File: src/hdl/tfc_pkg.sv
`default_nettype none

package tfc_pkg;

  // Request kinds carried in the input tuser.
  localparam logic [1:0] REQ_CAPTURE  = 2'd0;
  localparam logic [1:0] REQ_OVERFLOW = 2'd1;
  localparam logic [1:0] REQ_TICK     = 2'd2;

  // Configuration register indexes.
  localparam logic [1:0] CFG_CLOCK_HZ  = 2'd0;
  localparam logic [1:0] CFG_THRESHOLD = 2'd1;
  localparam logic [1:0] CFG_HOLDOFF   = 2'd2;

  // Field widths.
  localparam int CAP_W  = 16;
  localparam int FREQ_W = 32;
  localparam int SUM_W  = 36;
  localparam int THR_W  = 26;
  localparam int HOLD_W = 16;
  localparam int CNT_W  = $clog2(FREQ_W + 1);

  // Register values after reset.
  localparam logic [FREQ_W-1:0] CLOCK_HZ_RST  = 32'd64000000;
  localparam logic [THR_W-1:0]  THRESHOLD_RST = 26'd20000;
  localparam logic [HOLD_W-1:0] HOLDOFF_RST   = 16'd1000;

  typedef enum logic [2:0] {
    ST_IDLE,
    ST_DIV,
    ST_READ,
    ST_UPDATE,
    ST_TOUCH,
    ST_FINISH
  } st_t;

  // Status of the serial divider, seen by the top level.
  typedef struct packed {
    logic busy;
    logic done;
  } div_stat_t;

endpackage

`default_nettype wire

File: src/hdl/touch_frequency_counter_unit.sv
`default_nettype none

// Channel   Dir  Beat fields (lowest bit first)
// --------  ---  --------------------------------------------------------------
// s_*       in   tuser: req_type[1:0]; tdata: capture_value[15:0]
// m_*       out  tuser: freq_valid; tdata: measured_freq[31:0],
//                window_sum[67:32], touch_state[68], zero fill [71:69]
// cfg_*     in   cfg_index[1:0] selects clock_hz, touch_threshold_hz, holdoff_ms
//
// Overflow, tick, start-edge, ignored and zero-period beats go from idle
// straight to the finish state, which loads the output register once it is
// free. An end edge with a nonzero period runs the serial divider, then a
// read, update and touch-check pass over the window memory (skipped for a
// zero quotient) before finish. The next beat is taken once back in idle.
// Reset is synchronous and clears the control state and the window valid
// bits, so the window reads as all zeros without a clearing pass. Both ready
// lines stay low while reset is high.
// One beat is processed at a time. A new beat is taken while the previous
// result still waits in the output register; a stalled output holds the
// finished item until the register frees up.
module touch_frequency_counter_unit #(
  parameter int WINDOW = 10
) (
  input  wire logic        clk,
  input  wire logic        rst,
  // Input events.
  input  wire logic        s_tvalid,
  output logic             s_tready,
  input  wire logic [15:0] s_tdata,   // capture_value[15:0]
  input  wire logic [1:0]  s_tuser,   // req_type[1:0]
  // Results.
  output logic             m_tvalid,
  input  wire logic        m_tready,
  output logic      [71:0] m_tdata,   // measured_freq, window_sum, touch_state
  output logic             m_tuser,   // freq_valid
  // Configuration writes.
  input  wire logic        cfg_valid,
  output logic             cfg_ready,
  input  wire logic [1:0]  cfg_index,
  input  wire logic [31:0] cfg_data
);
  import tfc_pkg::*;

  localparam int PTR_W = (WINDOW > 1) ? $clog2(WINDOW) : 1;

  // Configuration registers.
  logic [FREQ_W-1:0] clock_hz;
  logic [THR_W-1:0]  touch_threshold_hz;
  logic [HOLD_W-1:0] holdoff_ms;

  // Measurement and detector state.
  logic              waiting_end_edge;
  logic [CAP_W-1:0]  start_capture;
  logic [CAP_W-1:0]  overflow_count;
  logic [PTR_W-1:0]  window_pointer;
  logic [SUM_W-1:0]  running_sum;
  logic [HOLD_W-1:0] holdoff_count;
  logic              touch_flag;
  logic              sample_valid;

  // The sample window lives in a small synchronous memory. Entries that have
  // never been written read as zero through their valid bit.
  logic [FREQ_W-1:0] window_mem [WINDOW];
  logic [WINDOW-1:0] win_valid;
  logic [FREQ_W-1:0] rd_data;
  logic              rd_valid;

  // Output register.
  logic              out_freq_valid;
  logic [FREQ_W-1:0] out_freq;
  logic [SUM_W-1:0]  out_sum;
  logic              out_touch;

  st_t               state;
  st_t               state_next;

  logic              accept;
  logic              out_free;
  logic [FREQ_W-1:0] period;
  logic              div_start;
  logic [FREQ_W-1:0] div_q;
  div_stat_t         div_stat;
  logic [FREQ_W-1:0] old_sample;
  logic [SUM_W-1:0]  threshold_sum;

  assign accept    = s_tvalid && s_tready;
  assign out_free  = !m_tvalid || m_tready;
  assign cfg_ready = !rst;

  // Period over the run: end + 65536 * overflows - start, wrapping at 32 bits.
  assign period = {overflow_count, s_tdata} - {{(FREQ_W-CAP_W){1'b0}}, start_capture};

  assign div_start = accept && (s_tuser == REQ_CAPTURE) && waiting_end_edge
                     && (period != '0);

  tfc_div u_div (
    .clk      (clk),
    .rst      (rst),
    .start    (div_start),
    .dividend (clock_hz),
    .divisor  (period),
    .quotient (div_q),
    .stat     (div_stat)
  );

  assign old_sample    = rd_valid ? rd_data : '0;
  // Comparing the sum with threshold times the window length is the exact
  // form of comparing the average with the threshold.
  assign threshold_sum = SUM_W'(touch_threshold_hz) * SUM_W'(WINDOW);

  always_ff @(posedge clk) begin
    if (rst) begin
      state <= ST_IDLE;
    end else begin
      state <= state_next;
    end
  end

  always_comb begin
    state_next = state;
    s_tready   = 1'b0;
    case (state)
      ST_IDLE: begin
        s_tready = !rst;
        if (accept) begin
          state_next = div_start ? ST_DIV : ST_FINISH;
        end
      end
      ST_DIV: begin
        if (div_stat.done) begin
          state_next = (div_q != '0) ? ST_READ : ST_FINISH;
        end
      end
      ST_READ:   state_next = ST_UPDATE;
      ST_UPDATE: state_next = ST_TOUCH;
      ST_TOUCH:  state_next = ST_FINISH;
      ST_FINISH: begin
        if (out_free) begin
          state_next = ST_IDLE;
        end
      end
      default:   state_next = ST_IDLE;
    endcase
  end

  // Configuration writes; an index beyond the list is ignored.
  always_ff @(posedge clk) begin
    if (rst) begin
      clock_hz           <= CLOCK_HZ_RST;
      touch_threshold_hz <= THRESHOLD_RST;
      holdoff_ms         <= HOLDOFF_RST;
    end else if (cfg_valid && cfg_ready) begin
      case (cfg_index)
        CFG_CLOCK_HZ:  clock_hz           <= cfg_data;
        CFG_THRESHOLD: touch_threshold_hz <= cfg_data[THR_W-1:0];
        CFG_HOLDOFF:   holdoff_ms         <= cfg_data[HOLD_W-1:0];
        default:       ;
      endcase
    end
  end

  // Event handling and the window update.
  always_ff @(posedge clk) begin
    if (rst) begin
      waiting_end_edge <= 1'b0;
      start_capture    <= '0;
      overflow_count   <= '0;
      window_pointer   <= '0;
      running_sum      <= '0;
      holdoff_count    <= '0;
      touch_flag       <= 1'b0;
      sample_valid     <= 1'b0;
      win_valid        <= '0;
    end else begin
      case (state)
        ST_IDLE: begin
          if (accept) begin
            sample_valid <= 1'b0;
            case (s_tuser)
              REQ_CAPTURE: begin
                if (!waiting_end_edge) begin
                  start_capture    <= s_tdata;
                  overflow_count   <= '0;
                  waiting_end_edge <= 1'b1;
                end else begin
                  waiting_end_edge <= 1'b0;
                end
              end
              REQ_OVERFLOW: overflow_count <= overflow_count + 1'b1;
              REQ_TICK: begin
                if (holdoff_count != '1) begin
                  holdoff_count <= holdoff_count + 1'b1;
                end
              end
              default: ;
            endcase
          end
        end
        ST_DIV: begin
          if (div_stat.done && (div_q != '0)) begin
            sample_valid <= 1'b1;
          end
        end
        ST_UPDATE: begin
          running_sum               <= running_sum + SUM_W'(div_q) - SUM_W'(old_sample);
          win_valid[window_pointer] <= 1'b1;
          if (window_pointer == PTR_W'(WINDOW - 1)) begin
            window_pointer <= '0;
          end else begin
            window_pointer <= window_pointer + 1'b1;
          end
        end
        ST_TOUCH: begin
          if ((running_sum < threshold_sum) && (holdoff_count > holdoff_ms)) begin
            touch_flag    <= !touch_flag;
            holdoff_count <= '0;
          end
        end
        default: ;
      endcase
    end
  end

  // Window memory: one write port, one registered read port at the pointer.
  always_ff @(posedge clk) begin
    if (state == ST_UPDATE) begin
      window_mem[window_pointer] <= div_q;
    end
    rd_data  <= window_mem[window_pointer];
    rd_valid <= win_valid[window_pointer];
  end

  // Output register.
  always_ff @(posedge clk) begin
    if (rst) begin
      m_tvalid <= 1'b0;
    end else if (state == ST_FINISH && out_free) begin
      m_tvalid <= 1'b1;
    end else if (m_tready) begin
      m_tvalid <= 1'b0;
    end
  end

  always_ff @(posedge clk) begin
    if (state == ST_FINISH && out_free) begin
      out_freq_valid <= sample_valid;
      out_freq       <= sample_valid ? div_q : '0;
      out_sum        <= running_sum;
      out_touch      <= touch_flag;
    end
  end

  assign m_tuser = out_freq_valid;
  assign m_tdata = {3'b000, out_touch, out_sum, out_freq};

  // A reported sample is never zero.
  a_freq_nonzero : assert property (@(posedge clk) disable iff (rst)
    (m_tvalid && m_tuser) |-> (m_tdata[31:0] != '0))
    else $error("reported sample has zero frequency");

  // The ring pointer stays inside the window.
  a_ptr_range : assert property (@(posedge clk) disable iff (rst)
    window_pointer <= PTR_W'(WINDOW - 1))
    else $error("window pointer outside the window");

  // While waiting on a quotient the divider is running or just finished.
  a_div_running : assert property (@(posedge clk) disable iff (rst)
    (state == ST_DIV) |-> (div_stat.busy || div_stat.done))
    else $error("waiting on an idle divider");

  // An accepted beat always leaves the idle state.
  a_accept_leaves_idle : assert property (@(posedge clk) disable iff (rst)
    accept |=> (state != ST_IDLE))
    else $error("accepted beat not processed");

endmodule

`default_nettype wire

File: src/hdl/tfc_div.sv
`default_nettype none

module tfc_div (
  input  wire logic                       clk,
  input  wire logic                       rst,
  input  wire logic                       start,
  input  wire logic [tfc_pkg::FREQ_W-1:0] dividend,
  input  wire logic [tfc_pkg::FREQ_W-1:0] divisor,
  output logic      [tfc_pkg::FREQ_W-1:0] quotient,
  output tfc_pkg::div_stat_t              stat
);
  import tfc_pkg::*;

  // Restoring division, one quotient bit per cycle. The quotient register
  // shifts in result bits as the dividend bits shift out of its top.
  logic [FREQ_W-1:0] rem;
  logic [FREQ_W-1:0] dvsr;
  logic [CNT_W-1:0]  count;
  logic              done;
  logic [FREQ_W:0]   rem_sh;
  logic [FREQ_W:0]   trial;

  assign rem_sh = {rem, quotient[FREQ_W-1]};
  assign trial  = rem_sh - {1'b0, dvsr};

  always_ff @(posedge clk) begin
    if (rst) begin
      count <= '0;
      done  <= 1'b0;
    end else begin
      done <= 1'b0;
      if (start) begin
        count <= CNT_W'(FREQ_W);
      end else if (count != '0) begin
        count <= count - 1'b1;
        if (count == CNT_W'(1)) begin
          done <= 1'b1;
        end
      end
    end
  end

  always_ff @(posedge clk) begin
    if (start) begin
      rem      <= '0;
      dvsr     <= divisor;
      quotient <= dividend;
    end else if (count != '0) begin
      if (!trial[FREQ_W]) begin
        rem      <= trial[FREQ_W-1:0];
        quotient <= {quotient[FREQ_W-2:0], 1'b1};
      end else begin
        rem      <= rem_sh[FREQ_W-1:0];
        quotient <= {quotient[FREQ_W-2:0], 1'b0};
      end
    end
  end

  // Packed as busy, done from the top bit down.
  assign stat = {(count != '0), done};

endmodule

`default_nettype wire

File: config.mk
export PLATFORM = sky130hd
export DESIGN_NAME = touch_frequency_counter_unit
export DESIGN_NICKNAME = d
export VERILOG_FILES = /design/src/hdl/tfc_pkg.sv /design/src/hdl/touch_frequency_counter_unit.sv /design/src/hdl/tfc_div.sv
export SDC_FILE = /design/constraint.sdc
export NUM_CORES = 1
export LEC_CHECK = 0
export BUFFER_PORTS_ARGS = -buffer_cell sky130_fd_sc_hd__buf_2
export CAP_MARGIN = 30
export CORE_MARGIN = 3
export CORE_UTILIZATION = 60
export DETAILED_ROUTE_END_ITERATION = 7
export HOLD_SLACK_MARGIN = 0.1
export PLACE_DENSITY_LB_ADDON = 0.15
export SYNTH_ARGS = -nofsm -noshare
export SYNTH_HDL_FRONTEND = slang
export SYNTH_HIERARCHICAL = 1
export SYNTH_SLANG_ARGS = --single-unit
export TNS_END_PERCENT = 10
File: constraint.sdc
create_clock -name clk -period 21 [get_ports clk]
set_input_delay 4.2 -clock clk [delete_from_list [all_inputs] [get_ports clk]]
set_output_delay 4.2 -clock clk [all_outputs]
set_load 0.05 [all_outputs]
==> Yosys cells after proc, flatten, opt, wreduce, memory -nomap -nowiden <==
Memories as Yosys holds them, arrays and structs flattened. A register that Yosys moved wholly into a read port is not among the register bits.
Index checks and enable logic that the tools add are counted.
{ "word_totals": {"register_bits": 353, "ram_bits": 320, "inputBits": 57, "mem_count": 1} }
{ "mem_list": {"columns": ["memory", "words", "word_bits", "rd", "rd_clocked_by_memory_dff", "write_ports", "line", "text"], "rows": [
  ["window_mem", 10, 32, 1, 1, 1, "touch_frequency_counter_unit.sv:63", "logic [FREQ_W-1:0] window_mem [WINDOW];"]
]} }
{ "classes": {"addsub": 8, "n_mul": 1, "magnitude_cmp": 4, "eq_ne": 20, "n_mux": 35, "n_bitwise": 3, "n_reduce_logical": 36} }
{ "ops": {"columns": ["cell", "n"], "rows": [
  ["32-bit two-way mux", 4],
  ["16-bit two-way mux", 5],
  ["16-bit case mux with 2 select lines", 2],
  ["32-bit nonzero test", 2],
  ["36-bit by 32-bit adder with 36-bit output", 1],
  ["36-bit by 30-bit < comparator with 1-bit output", 1],
  ["36-bit by 32-bit subtractor with 36-bit output", 1],
  ["33-bit by 32-bit subtractor with 33-bit output", 1],
  ["16-bit by 1-bit adder with 16-bit output (second input constant)", 2],
  ["32-bit by 16-bit subtractor with 32-bit output", 1],
  ["26-bit by 3-bit multiplier with 29-bit output (second input constant)", 1],
  ["3-bit case mux with 6 select lines", 1],
  ["16-bit greater-than comparator", 1],
  ["16-bit != test (second input constant)", 1],
  ["3-bit two-way mux", 5],
  ["2-bit != test (second input constant)", 7],
  ["1-bit two-way mux", 12],
  ["6-bit two-way mux", 2],
  ["10-bit OR", 1],
  ["2-bit nonzero test", 5],
  ["1-bit logical AND", 9],
  ["3-bit AND reduction", 3],
  ["2-bit AND reduction", 4],
  ["4-bit AND reduction", 2],
  ["other kinds (25)", 33]
]} }

==> Depth between registers and ports, before layout <==
{ "depth": {"depth_word": 9, "mapped_depth": 26} }

==> Modules after synthesis <==
Netlist, hierarchy kept.
{ "by_module_without_submodules": {"columns": ["mod", "instances", "cells_each", "area_per_inst_um2", "seq_area_each_um2"], "rows": [
  ["touch_frequency_counter_unit", 1, 2489, 28841.4, 15955.3],
  ["tfc_div", 1, 612, 6174.7, 2702.6]
]} }

==> Worst setup path after synthesis <==
Ideal clock, no wire load.
{ "synth_path": {"path_kind": "in2out", "startpoint": "input port rst", "endpoint": "output port s_tready", "arrival_time_ns": 5.715, "path_slack_ns": 11.085, "cell_stages": 1, "n_path_buf": 0, "path_cell_list": "nor4_1"} }
{ "synth_between": {"elab_chain_cells": 2} }
{ "synth_lines": {"columns": ["item", "line", "text"], "rows": [
  ["start: declaration", "touch_frequency_counter_unit.sv:25", "input wire logic rst,"],
  ["1-bit logical NOT", "touch_frequency_counter_unit.sv:124", "s_tready = !rst;"],
  ["1-bit two-way mux", "touch_frequency_counter_unit.sv:122", "case (state)"],
  ["end: declaration", "touch_frequency_counter_unit.sv:28", "output logic s_tready,"]
]} }
Every way passes these cells.

==> Worst setup path after layout <==
Ends and elaborated chain as after synthesis.

==> flow_summary_export.csv <==
group,metric,value,unit
grt,grt_first_pass_wirelength,137000,um
pwr,irDropWorstVdd,0.0000923,V
die,initial_utilization,0.614,
logic_synthesis,synth_cells,3101,
grt,grt_start_max_net_pins,72,
cts,cts.sink_count,705,
run_status,outcome,"completed",
sta,relSlewSlack,0.330,
sta,unrepaired_setup_endpoints_after_global_routing,"no",
cts,cts_buffer_depth,3,
worst_hold_path,hold_path.startpoint,"start_capture[9]$_SDFFE_PP0P_",
setup_path,worstSetupStartpoint,"rst",
cts,cts.repair_timing.setup_buffer_count,0,
sta,timing.final.crit_period,9.70,ns
sta,min_period_over_period,0.462,
final_layout,finish.utilization,0.684,
cts,clk_latency,0.62,ns
final_layout,multi_input_area,15000,um2
sta,fmaxAchievable,0.103,GHz
setup_path,timing.reg2reg.setup_slack,15.30,ns
cts,cts_buf_count,75,
grt,initial_antenna_violation_count,1,
logic_synthesis,dominantRegCellSynth,"edfxtp_1",
routing,drt_pass_1_iters,5,
setup_path,crit_buf_inv,3,
final_layout,most-common-layout-cells,"edfxtp_1 (454), nand2_1 (363), a21oi_1 (251), dfxtp_1 (247), inv_1 (234)",
setup_path,crit_fanout,51,
flow_run,max_cap_violations,0,
pwr,post-layout-total-power,0.00484,W
grt,grt_usage,0.292,
die,row_count,87,
sta,setup_viol_count_final,0,
routing,vias,24300,
sta,hold_violations,0,
logic_synthesis,post_synth_instance_area,35000,um2
final_layout,fillerInstances,4218,
final_layout,area.sequential,18700,um2
logic_synthesis,synth_enable_flop_cells,454,
cts,postCtsResizedCells,0,
placement,place.gp.congestion,0.901,
pwr,p_leak,14.8,nW
cts,clkTransAtPathRegs,0.05,ns
sta,worst_clock_skew,0.0207,ns
die,die_w,248,um
routing,drt_iter0_drc,1910,
setup_path,critical_path.max_stage_delay,0.50,ns
cts,htree_num_levels,3,
die,std_cell_core_area,57000,um2
logic_synthesis,yosysSeqAreaShare,0.533,
logic_synthesis,ys_seq_elements,705,
routing,detail_route.drc_violations,0,
cts,tritoncts,"done",
final_layout,nets,3483,
die,ioPinCount,133,
logic_synthesis,number_of_synthesis_warnings,6,
grt,globalRouteOverflowTotal,0,
placement,post-dp-hpwl,61200,um
final_layout,syn_to_final_growth,11.4,%
die,height_of_the_chip,248,um
final_layout,layout-drive-gt1-share,0.140,
placement,numPortBuffers,129,
pwr,power_density,124,nW/um2
routing,avgRoutedWirePerCell,22.0,um
setup_path,critPathMostFrequentCell,"buf_4",
routing,drtAntennaViolNets,0,
setup_path,ws_path_type,"in -> out",
logic_synthesis,ys_types,91,
setup_path,worst_ep_arrival_time,5.50,ns
sta,timing_max_transition_violations_final,0,
logic_synthesis,synth_async_sr_flop_share,0,
worst_hold_path,hold_path_class,"reg -> reg",
cts,ctsHoldBuffers,0,
setup_path,timing.critical_path.max_delay_family,"buffers and inverters",
final_layout,insertedDiodeCount,0,
routing,post_drt_via_cell_ratio,6.04,
sta,setup-tns-final,0,ns
die,design.die.area,61300,um2
final_layout,layout_commonest_cell,"edfxtp_1",
grt,grt_pass1_vias,24000,
setup_path,cp_cell_sequence,"buf_4 > buf_4 > nor4_1 > buf_2",
sta,tightest_slew,1.00,ns
cts,buffer_cell_driving_the_clock_tree_root,"clkbuf_16",
setup_path,crit-reg2reg-launch,"touch_threshold_hz[3]$_SDFFE_PP0P_",
routing,drt-total-wl,88600,um
setup_path,cp-start-kind,"primary input",
setup_path,critical_path.endpoint_type,"primary output",
setup_path,cpMaxStageDelayCell,"buf_4",
setup_path,crit_required,16.80,ns
logic_synthesis,post_synth.cell_area_avg,11.3,um2
-- where the power goes --
part / total, W / switching (W) / internal [W] / leakage (nW)
logic: 0.00155 / 0.000916 / 0.000635 / 7.35
registers: 0.00195 / 0.000237 / 0.00171 / 6.20
clock network: 0.00134 / 0.000551 / 0.000787 / 1.23
total: 0.00484 / 0.00170 / 0.00313 / 14.8
-- worst min-delay path: stages (launching register included) --
cell and delay, ns:
dfxtp_1 0.30, nand2_1 0.05, a21oi_1 0.05
-- final timing paths --
kind                                          to  cells after the start
hold / removal     start_capture[9]$_SDFFE_PP0P_                      2
setup / recovery                        s_tready                      4
hold reg to reg    start_capture[9]$_SDFFE_PP0P_                      2
setup reg to reg  holdoff_count[13]$_SDFFE_PP0P_                     26
-- cells in the mapped netlist (19+ instances only) --
library cell  number  share of area
xnor2_1           57          0.014
nor3_1            39         0.0056
a311oi_2          25          0.011
ha_1             184          0.066
o21ai_0           90          0.013
xor2_1            62          0.016
nor4_1            22         0.0039
mux2_2            31          0.010
o211ai_1          23         0.0049
o31ai_1           20         0.0043
nand3_1           46         0.0066
a211oi_1          50          0.011
inv_1            235          0.025
mux4_2            66          0.042
a21oi_1          252          0.036
dfxtp_1          251           0.14
nor2b_1           53         0.0095
buf_1             19         0.0020
and2_1            74          0.013
nand2b_1          29         0.0052
clkbuf_1         102          0.011
and3_1            23         0.0041
o21a_1            23         0.0049
nand4_1           30         0.0054
fa_1              35          0.020
a21o_1            55          0.012
mux2i_1           38          0.011
nand2_1          363          0.039
nor2_1           158          0.017
edfxtp_1         454           0.39
or3_1             20         0.0036
-- cell families after synthesis --
family,share of synthesized area
xor gates and xnor gates,0.0307
and+or+nand+nor,0.123
muxes,0.0633
buffers and inverters,0.0419
other,0.000107
adders and majority gates,0.0858
DFF,0.533
AOI/OAI and AO/OA,0.122
-- layout make-up --
class / count / area share
clock buffer: 108 / 0.0555
clock inverter: 32 / 0.00949
timing repair buffer: 167 / 0.0250
multi-input combinational: 2023 / 0.385
tap: 756 / 0.0242
inverter: 235 / 0.0226
sequential: 705 / 0.479
-- through the flow --
step | cells | setup WS (ns) | area, um2 | hold slack (ns)
detailed placement | 3885 | 11.31 | 36400 | 0.447
finish | 4026 | 11.30 | 39000 | 0.454
CTS | 4025 | 11.30 | 39000 | 0.454
global route | 4026 | 11.25 | 39000 | 0.472
global placement | 3880 | 11.33 | 36400 | 0.442
floorplan | 3103 | 11.08 | 35000 | 0.408
-- flip-flops by register name, indices dropped and copies added, names as in the netlist, 26 cells and up --
| name | cells |
|---|---|
| out_sum | 36 |
| touch_threshold_hz | 26 |
| window_mem | 320 |
| out_freq | 32 |
| u_div/quotient | 32 |
| u_div/rem | 32 |
| rd_data | 32 |
| running_sum | 36 |
| u_div/dvsr | 32 |
| clock_hz | 32 |
-- layer usage --
metal  GRT usage  part of all wire  wire length, um  up-vias
li1            -                 -                -    11400
met1       0.383              0.41            36300    11800
met2       0.480              0.47            42100      883
met3      0.0452             0.064             5710      230
met4       0.141             0.051             4540        2
met5           0           0.00015               13        -
(Power assumes the default switching activity.)
